--- config.mk ---
export PLATFORM = sky130hd
export DESIGN_NAME = text_console_character_writer_top
export DESIGN_NICKNAME = d
export VERILOG_FILES = /design/src/design/tcw_pkg.sv /design/src/design/tcw_front.sv /design/src/design/tcw_queue.sv /design/src/design/tcw_back.sv /design/src/design/text_console_character_writer_top.sv
export SDC_FILE = /design/constraint.sdc
export NUM_CORES = 1
export LEC_CHECK = 0
export ABC_AREA = 1
export BUFFER_PORTS_ARGS = -buffer_cell sky130_fd_sc_hd__buf_2
export CORE_MARGIN = 1
export CORE_UTILIZATION = 53
export CTS_CLUSTER_SIZE = 12
export DETAILED_ROUTE_END_ITERATION = 6
export PLACE_DENSITY = 0.83
export SKIP_CTS_REPAIR_TIMING = 1
export SYNTH_ARGS = -nofsm -noshare
export SYNTH_HDL_FRONTEND = slang
export SYNTH_HIERARCHICAL = 1
export SYNTH_SLANG_ARGS = --single-unit
--- constraint.sdc ---
create_clock -name clk -period 4.1 [get_ports clk]
set_clock_uncertainty 0.05 [all_clocks]
set_input_delay 0.205 -clock clk [delete_from_list [all_inputs] [get_ports clk]]
set_output_delay 0.205 -clock clk [all_outputs]
set_load 0.01 [all_outputs]
--- src/design/tcw_pkg.sv ---
`timescale 1ns / 1ps
// ----------------------------------------------------------------------------
// tcw_pkg - shared types and constants for the text console character writer
// Screen geometry, control codes, field widths and the item type passed from
// the front end through the queue to the back end.
// ----------------------------------------------------------------------------
package tcw_pkg;

  // Screen geometry
  localparam int COLUMNS = 80;
  localparam int ROWS    = 25;

  // Field and state widths
  localparam int CODE_W = 8;
  localparam int ATTR_W = 8;
  localparam int ROW_W  = 5;
  localparam int COL_W  = 7;
  localparam int IDX_W  = 11;
  // Full width of row * COLUMNS + column before truncation to IDX_W
  localparam int LIN_W  = ROW_W + COL_W;

  // Control codes
  localparam logic [CODE_W-1:0] CODE_NEWLINE   = 8'd10;
  localparam logic [CODE_W-1:0] CODE_BACKSPACE = 8'd8;
  localparam logic [CODE_W-1:0] CODE_SPACE     = 8'd32;

  // Attribute after reset
  localparam logic [ATTR_W-1:0] ATTR_RESET = 8'h0F;

  // Queue between front and back
  localparam int QUEUE_DEPTH = 2;
  localparam int QPTR_W      = $clog2(QUEUE_DEPTH);
  localparam int QCNT_W      = $clog2(QUEUE_DEPTH + 1);

  // Item class decided by the front end
  typedef enum logic [1:0] {
    OP_PRINT,
    OP_NEWLINE,
    OP_BACKSPACE
  } op_t;

  typedef struct packed {
    op_t               op;
    logic [CODE_W-1:0] code;
  } item_t;

  // Handshake between queue and back end
  typedef struct packed {
    logic  valid;
    item_t item;
  } q_out_t;

endpackage

--- src/design/tcw_front.sv ---
`timescale 1ns / 1ps
// ----------------------------------------------------------------------------
// tcw_front - input front end
// Takes character items, classifies them as print, newline or backspace and
// pushes them into the queue; stalls the source while the queue is full.
// ----------------------------------------------------------------------------
module tcw_front (
  input  logic                      char_valid,
  output logic                      char_stall,
  input  logic [tcw_pkg::CODE_W-1:0] char_code,
  input  logic                      q_full,
  output logic                      q_push,
  output tcw_pkg::item_t            q_item
);

  // Classify the incoming code
  always_comb begin
    q_item.code = char_code;
    priority if (char_code == tcw_pkg::CODE_NEWLINE) begin
      q_item.op = tcw_pkg::OP_NEWLINE;
    end else if (char_code == tcw_pkg::CODE_BACKSPACE) begin
      q_item.op = tcw_pkg::OP_BACKSPACE;
    end else begin
      q_item.op = tcw_pkg::OP_PRINT;
    end
  end

  // Accept whenever the queue has room
  assign char_stall = q_full;
  assign q_push     = char_valid && !q_full;

endmodule

--- src/design/tcw_queue.sv ---
`timescale 1ns / 1ps
// ----------------------------------------------------------------------------
// tcw_queue - short item queue between front and back end
// Register-based FIFO; push and pop may happen in the same cycle.
// ----------------------------------------------------------------------------
module tcw_queue (
  input  logic            clk,
  input  logic            rst,
  input  logic            push,
  input  tcw_pkg::item_t  push_item,
  output logic            full,
  input  logic            pop,
  output tcw_pkg::q_out_t head
);

  tcw_pkg::item_t              entries [tcw_pkg::QUEUE_DEPTH];
  logic [tcw_pkg::QPTR_W-1:0]  wr_ptr;
  logic [tcw_pkg::QPTR_W-1:0]  rd_ptr;
  logic [tcw_pkg::QCNT_W-1:0]  count;
  logic                        do_pop;

  assign full       = (count == tcw_pkg::QCNT_W'(tcw_pkg::QUEUE_DEPTH));
  assign head.valid = (count != '0);
  assign head.item  = entries[rd_ptr];
  assign do_pop     = pop && head.valid;

  // Pointer wrap
  function automatic logic [tcw_pkg::QPTR_W-1:0] ptr_inc(
    input logic [tcw_pkg::QPTR_W-1:0] p
  );
    if (p == tcw_pkg::QPTR_W'(tcw_pkg::QUEUE_DEPTH - 1)) begin
      return '0;
    end
    return p + tcw_pkg::QPTR_W'(1);
  endfunction

  // Storage
  always_ff @(posedge clk) begin
    if (push) begin
      entries[wr_ptr] <= push_item;
    end
  end

  // Pointers and fill count
  always_ff @(posedge clk) begin
    if (rst) begin
      wr_ptr <= '0;
      rd_ptr <= '0;
      count  <= '0;
    end else begin
      if (push) begin
        wr_ptr <= ptr_inc(wr_ptr);
      end
      if (do_pop) begin
        rd_ptr <= ptr_inc(rd_ptr);
      end
      unique case ({push, do_pop})
        2'b10:   count <= count + tcw_pkg::QCNT_W'(1);
        2'b01:   count <= count - tcw_pkg::QCNT_W'(1);
        default: count <= count;
      endcase
    end
  end

endmodule

--- src/design/tcw_back.sv ---
`timescale 1ns / 1ps
// ----------------------------------------------------------------------------
// tcw_back - cursor engine and result register
// Pops classified items, updates the cursor, forms the cell write and the new
// cursor position, and holds the result in an output register. Also holds the
// text attribute register.
// ----------------------------------------------------------------------------
module tcw_back (
  input  logic                       clk,
  input  logic                       rst,
  input  tcw_pkg::q_out_t            head,
  output logic                       pop,
  input  logic                       cfg_valid,
  output logic                       cfg_ready,
  input  logic [tcw_pkg::ATTR_W-1:0] text_attribute,
  output logic                       res_valid,
  input  logic                       res_stall,
  output logic                       write_valid,
  output logic [tcw_pkg::IDX_W-1:0]  cell_index,
  output logic [tcw_pkg::CODE_W-1:0] glyph,
  output logic [tcw_pkg::ATTR_W-1:0] attribute,
  output logic                       clear_request,
  output logic [tcw_pkg::IDX_W-1:0]  cursor_position
);

  logic [tcw_pkg::ATTR_W-1:0] attr_reg;
  logic [tcw_pkg::ROW_W-1:0]  cursor_row;
  logic [tcw_pkg::COL_W-1:0]  cursor_column;

  // Working values, one bit wider for the step past the edge
  logic [tcw_pkg::ROW_W:0]    row_step;
  logic [tcw_pkg::COL_W:0]    col_step;
  logic [tcw_pkg::ROW_W-1:0]  cursor_row_next;
  logic [tcw_pkg::COL_W-1:0]  cursor_column_next;
  logic                       wr;
  logic                       clr;
  logic [tcw_pkg::CODE_W-1:0] glyph_sel;
  logic [tcw_pkg::LIN_W-1:0]  cell_lin;
  logic [tcw_pkg::LIN_W-1:0]  pos_lin;

  assign cfg_ready = 1'b1;

  // Take the head item when the result register is free or draining
  assign pop = head.valid && (!res_valid || !res_stall);

  // Write cell uses the cursor before the move, except for backspace
  always_comb begin
    row_step  = {1'b0, cursor_row};
    col_step  = {1'b0, cursor_column};
    wr        = 1'b1;
    glyph_sel = head.item.code;
    unique case (head.item.op)
      tcw_pkg::OP_NEWLINE: begin
        row_step = {1'b0, cursor_row} + (tcw_pkg::ROW_W+1)'(1);
        col_step = '0;
        wr       = 1'b0;
      end
      tcw_pkg::OP_BACKSPACE: begin
        glyph_sel = tcw_pkg::CODE_SPACE;
        if (cursor_column != '0) begin
          col_step = {1'b0, cursor_column} - (tcw_pkg::COL_W+1)'(1);
        end else if (cursor_row != '0) begin
          row_step = {1'b0, cursor_row} - (tcw_pkg::ROW_W+1)'(1);
          col_step = (tcw_pkg::COL_W+1)'(tcw_pkg::COLUMNS - 1);
        end
      end
      default: begin
        col_step = {1'b0, cursor_column} + (tcw_pkg::COL_W+1)'(1);
        if (col_step >= (tcw_pkg::COL_W+1)'(tcw_pkg::COLUMNS)) begin
          col_step = '0;
          row_step = {1'b0, cursor_row} + (tcw_pkg::ROW_W+1)'(1);
        end
      end
    endcase
  end

  // Cell address: backspace writes at the moved-to cell, print at the old one
  always_comb begin
    if (head.item.op == tcw_pkg::OP_BACKSPACE) begin
      cell_lin = tcw_pkg::LIN_W'(row_step[tcw_pkg::ROW_W-1:0])
               * tcw_pkg::LIN_W'(tcw_pkg::COLUMNS)
               + tcw_pkg::LIN_W'(col_step[tcw_pkg::COL_W-1:0]);
    end else begin
      cell_lin = tcw_pkg::LIN_W'(cursor_row) * tcw_pkg::LIN_W'(tcw_pkg::COLUMNS)
               + tcw_pkg::LIN_W'(cursor_column);
    end
  end

  // Bottom passed: clear and home
  always_comb begin
    clr                = (row_step >= (tcw_pkg::ROW_W+1)'(tcw_pkg::ROWS));
    cursor_row_next    = clr ? '0 : row_step[tcw_pkg::ROW_W-1:0];
    cursor_column_next = clr ? '0 : col_step[tcw_pkg::COL_W-1:0];
    pos_lin            = tcw_pkg::LIN_W'(cursor_row_next)
                       * tcw_pkg::LIN_W'(tcw_pkg::COLUMNS)
                       + tcw_pkg::LIN_W'(cursor_column_next);
  end

  // Control state: attribute, cursor, result valid
  always_ff @(posedge clk) begin
    if (rst) begin
      attr_reg      <= tcw_pkg::ATTR_RESET;
      cursor_row    <= '0;
      cursor_column <= '0;
      res_valid     <= 1'b0;
    end else begin
      if (cfg_valid && cfg_ready) begin
        attr_reg <= text_attribute;
      end
      if (pop) begin
        cursor_row    <= cursor_row_next;
        cursor_column <= cursor_column_next;
        res_valid     <= 1'b1;
      end else if (!res_stall) begin
        res_valid <= 1'b0;
      end
    end
  end

  // Result payload
  always_ff @(posedge clk) begin
    if (pop) begin
      write_valid     <= wr;
      cell_index      <= wr ? cell_lin[tcw_pkg::IDX_W-1:0] : '0;
      glyph           <= wr ? glyph_sel : '0;
      attribute       <= wr ? attr_reg : '0;
      clear_request   <= clr;
      cursor_position <= pos_lin[tcw_pkg::IDX_W-1:0];
    end
  end

endmodule

--- src/design/text_console_character_writer_top.sv ---
`timescale 1ns / 1ps
// ----------------------------------------------------------------------------
// text_console_character_writer_top - teletype-style text console writer
// Turns a stream of character codes into cell writes and cursor updates.
//
//   channel  handshake              payload
//   char     char_valid/char_stall  char_code
//   cfg      cfg_valid/cfg_ready    text_attribute
//   res      res_valid/res_stall    write_valid, cell_index, glyph, attribute,
//                                   clear_request, cursor_position
//
// One item per cycle sustained while res is not stalled; an accepted item is
// written into the queue, and the result register loads as it leaves the queue.
// The cursor update is the feedback loop; multiplies by COLUMNS feed only res.
// Synchronous reset homes the cursor, empties the queue, sets attribute 0x0F.
// The two-entry queue lets input keep flowing for two items while res stalls.
// ----------------------------------------------------------------------------
module text_console_character_writer_top (
  input  logic                       clk,
  input  logic                       rst,
  input  logic                       char_valid,
  output logic                       char_stall,
  input  logic [tcw_pkg::CODE_W-1:0] char_code,
  input  logic                       cfg_valid,
  output logic                       cfg_ready,
  input  logic [tcw_pkg::ATTR_W-1:0] text_attribute,
  output logic                       res_valid,
  input  logic                       res_stall,
  output logic                       write_valid,
  output logic [tcw_pkg::IDX_W-1:0]  cell_index,
  output logic [tcw_pkg::CODE_W-1:0] glyph,
  output logic [tcw_pkg::ATTR_W-1:0] attribute,
  output logic                       clear_request,
  output logic [tcw_pkg::IDX_W-1:0]  cursor_position
);

  logic            q_full;
  logic            q_push;
  logic            q_pop;
  tcw_pkg::item_t  q_item;
  tcw_pkg::q_out_t q_head;

  // Front end: classify and enqueue
  tcw_front u_front (
    .char_valid (char_valid),
    .char_stall (char_stall),
    .char_code  (char_code),
    .q_full     (q_full),
    .q_push     (q_push),
    .q_item     (q_item)
  );

  // Decoupling queue
  tcw_queue u_queue (
    .clk       (clk),
    .rst       (rst),
    .push      (q_push),
    .push_item (q_item),
    .full      (q_full),
    .pop       (q_pop),
    .head      (q_head)
  );

  // Back end: cursor engine and result register
  tcw_back u_back (
    .clk             (clk),
    .rst             (rst),
    .head            (q_head),
    .pop             (q_pop),
    .cfg_valid       (cfg_valid),
    .cfg_ready       (cfg_ready),
    .text_attribute  (text_attribute),
    .res_valid       (res_valid),
    .res_stall       (res_stall),
    .write_valid     (write_valid),
    .cell_index      (cell_index),
    .glyph           (glyph),
    .attribute       (attribute),
    .clear_request   (clear_request),
    .cursor_position (cursor_position)
  );

endmodule
==> results.md <==
* Result of the run: finished clean
* Cell with the largest stage delay on the worst path: fa_2
* Number of vias in the routed layout at 4132
* Slew at the pin with the worst max-slew slack at 0.856 ns
* Total Power at 5.59 mW
* TritonCTS clock tree: done
* Area growth from synthesis to final layout at 15.7%
* Pins Over Slew Limit at 0
* Startpoint types: register
* Share of the clock period used by the worst path after layout at 95.7%
* Summed area of non-filler cells in the final layout at 5970 um2
* Number of optimization iterations in the first detailed-route pass at 5
* Highest clock frequency the design can meet at 255 MHz
* Critical Path RT at 4.17 ns
* Netlist Area Pre-Place at 5160 um2
* Syn_area_per_cell at 9.10 um2
* Total track usage at 22.7%
* Sinks on Clock Net at 86
* Post-DP HPWL at 8360 um
* First-pass GRT wire length at 17800 um
* Most common flop cell mapped by yosys: edfxtp_1
* IO buf count at 62
* CP cell instances: mux2_2 -> inv_1 -> ha_2 -> buf_4 -> nor2_1 -> nand2_1 -> nor4_2 -> buf_4 -> a21oi_4 -> nand3_1 -> inv_1 -> ha_1 -> ha_1 -> fa_2 -> nand3_2 -> xor2_2 -> inv_1 -> nand4_1 -> nand2_1
* Max stage delay on crit path at 0.57 ns
* Total number of placement rows at 35
* Number of flip-flops in the largest register at 20
* Number of top-level design ports at 64
* Die footprint at 10100 um2
* Register with the most flip-flops: u_queue/entries
* Number of H-tree levels at 3
* Die Ht at 101 um
* Area after DPL at 5660 um2
* Violation count after the first detailed-route iteration at 317
* Cell seen most often among critical-path stages: inv_1
* Number of flip-flops and latches in the synthesized netlist at 86
* Initial antenna violation count at 0
* Synthesis warning total at 6
* Type of the worst setup path: reg2reg
* Maxcap violations at 0
* Insertion delay to the later sink of the worst-skew pair at 0.35 ns
* Vias in the first global route at 3965
* Starting density of the core at 55.3%
* Critical path endpoint category: register
* Number of buffers added by the clock tree synthesis step at 9
* Min Tclk post-route at 3.92 ns
* Largest registers: u_queue/entries x20, u_back/cell_index x11, u_back/cursor_position x11
* Power Dens Cells at 938 nW/um2
* Ys async rst share at 0%
* Arrival time worst endpoint at 3.99 ns
* Post-route core utilization at 64.0%
* Count of inserted antenna diode cells at 0
* Pin count of the biggest net entering global routing at 65
* Net count after synthesis at 628
* Post-Route WL at 11100 um
* Post-DR vias/cell at 5.34
* Type of the worst min-delay path: in2reg
* Final-report hold violation count at 0
* Post-DRT Antenna Nets at 0
* Max-Slew Margin vs Limit at 42.7%
* Fraction of final layout cells sized beyond drive strength 1 at 24.8%
* DR WL/cell at 14.4 um
* Leakage power summed over all cells at 2.80 nW
* EDFF count, synth at 60
* Hold slack at 0.0112 ns
* Final-stage net count at 702
* Library cells used by synthesis at 44
* Final estimated routing congestion in global placement at 0.926
* Residual DRC at 0
* IR Drop Worst-Case VDD at 0.959 mV
* Number of cells produced by synthesis at 567
* Sequential cell area fraction in the yosys report at 45.0%
* Clock buffer depth at 2
* Worst Path Max Fanout at 14
* Clock root buffer: clkbuf_8
* Remaining global-route overflow at 0
* Die extent in x at 101 um
* Core ar. at 9330 um2
* Clock slew at reported path FFs at 0.08 ns
* Final setup vio count at 0
final cells by class:
type / instances / area (um2)
inverters: 89 / 342
clock buffers: 10 / 128
clock inverters: 5 / 83.8
fillers: 776 / 3360
multi-input cells: 366 / 2410
flip-flops and latches: 86 / 2330
well taps: 129 / 161
repair buffers: 89 / 518
synth_stat cells, types with 10 or more instances:
| library cell | n | area share, % |
|---|---|---|
| nand2_1 | 70 | 5.1 |
| edfxtp_1 | 60 | 35 |
| nor2_1 | 44 | 3.2 |
| nand4_1 | 11 | 1.3 |
| clkbuf_1 | 10 | 0.73 |
| ha_1 | 34 | 8.2 |
| xor2_1 | 12 | 2.0 |
| a21oi_1 | 40 | 3.9 |
| inv_1 | 85 | 6.2 |
| o21ai_0 | 40 | 3.9 |
| buf_4 | 11 | 1.6 |
| nand3_1 | 40 | 3.9 |
| dfxtp_1 | 26 | 10 |
power by group:
part / internal (mW) / total, mW / switching (mW)
combinational: 1.29 / 3.40 / 2.11
clock: 0.342 / 0.638 / 0.296
sequential: 1.43 / 1.56 / 0.128
total: 3.06 / 5.59 / 2.54
critical path: cells and delay by family (launching register included):
| family | cells | cell delay, ns |
|---|---|---|
| AO/OA/AOI/OAI | 1 | 0.05 |
| buffers and inverters | 5 | 0.56 |
| adder cells (fa/ha/maj) | 4 | 1.35 |
| multiplexers | 1 | 0.35 |
| flip-flops | 1 | 0.35 |
| XOR/XNOR | 1 | 0.17 |
| AND/OR/NAND/NOR | 7 | 0.81 |
path summary, 6_finish.rpt:
path                                 to                from  slack, ns  depth (start not counted)
max          u_back/cursor_position[10]            register       0.18                         19
min               u_queue/entries[0][4]        char_code[4]       0.01                          1
max reg2reg  u_back/cursor_position[10]            register       0.18                         19
min reg2reg          u_back/attr_reg[3]  u_back/attr_reg[3]       0.42                          2
cell families (layout without fill, tap and decap cells):
| group | after synthesis | after routing | synth area share [%] |
|---|---|---|---|
| buf+inv | 115 | 193 | 9.73 |
| xor+xnor | 16 | 16 | 2.72 |
| flops | 86 | 86 | 45.0 |
| simple gates | 195 | 195 | 18.2 |
| other cells | 1 | 1 | 0.0727 |
| mux | 10 | 10 | 2.18 |
| compound gates | 104 | 104 | 11.5 |
| fa+ha+maj | 40 | 40 | 10.6 |
cells in the final DEF (no fill, tap or decap), types with 3 or more instances in the layout:
cell / netlist / layout
inv_2: 3 / 5
nand2_2: 4 / 3
nand2_1: 70 / 70
o211ai_1: 9 / 9
dfxtp_2: 0 / 5
nand2_4: 3 / 4
ha_1: 34 / 32
nand3_2: 8 / 10
nand4_1: 11 / 11
nor2_2: 4 / 5
o21ai_0: 40 / 40
edfxtp_1: 60 / 60
nor2_1: 44 / 43
a21oi_2: 3 / 5
buf_2: 1 / 62
dfxtp_1: 26 / 21
mux2_1: 4 / 4
xnor2_1: 4 / 4
clkbuf_8: 0 / 9
inv_1: 85 / 82
a21oi_1: 40 / 37
nand3_1: 40 / 38
buf_4: 11 / 25
xor2_2: 0 / 3
fa_1: 6 / 5
nor3_1: 3 / 3
xor2_1: 12 / 9
mux2_2: 6 / 6
per-stage QoR:
step | instances | setup slack, ns | setup TNS [ns]
3_5_place_dp | 756 | 0.0746 | 0
4_1_cts | 771 | 0.0548 | 0
3_3_place_gp | 756 | 0.204 | 0
2_1_floorplan | 567 | 0.199 | 0
5_1_grt | 774 | -0.0948 | -0.0948
6_report | 774 | 0.178 | 0
per-layer routing:
layer	wire [um]	share of wire, %	track usage, %
met2	5570	50	39.8
met3	646	5.8	3.68
met1	4610	41	26.9
met4	317	2.8	11.7
met5	0	0	0
(Power assumes the default switching activity.)
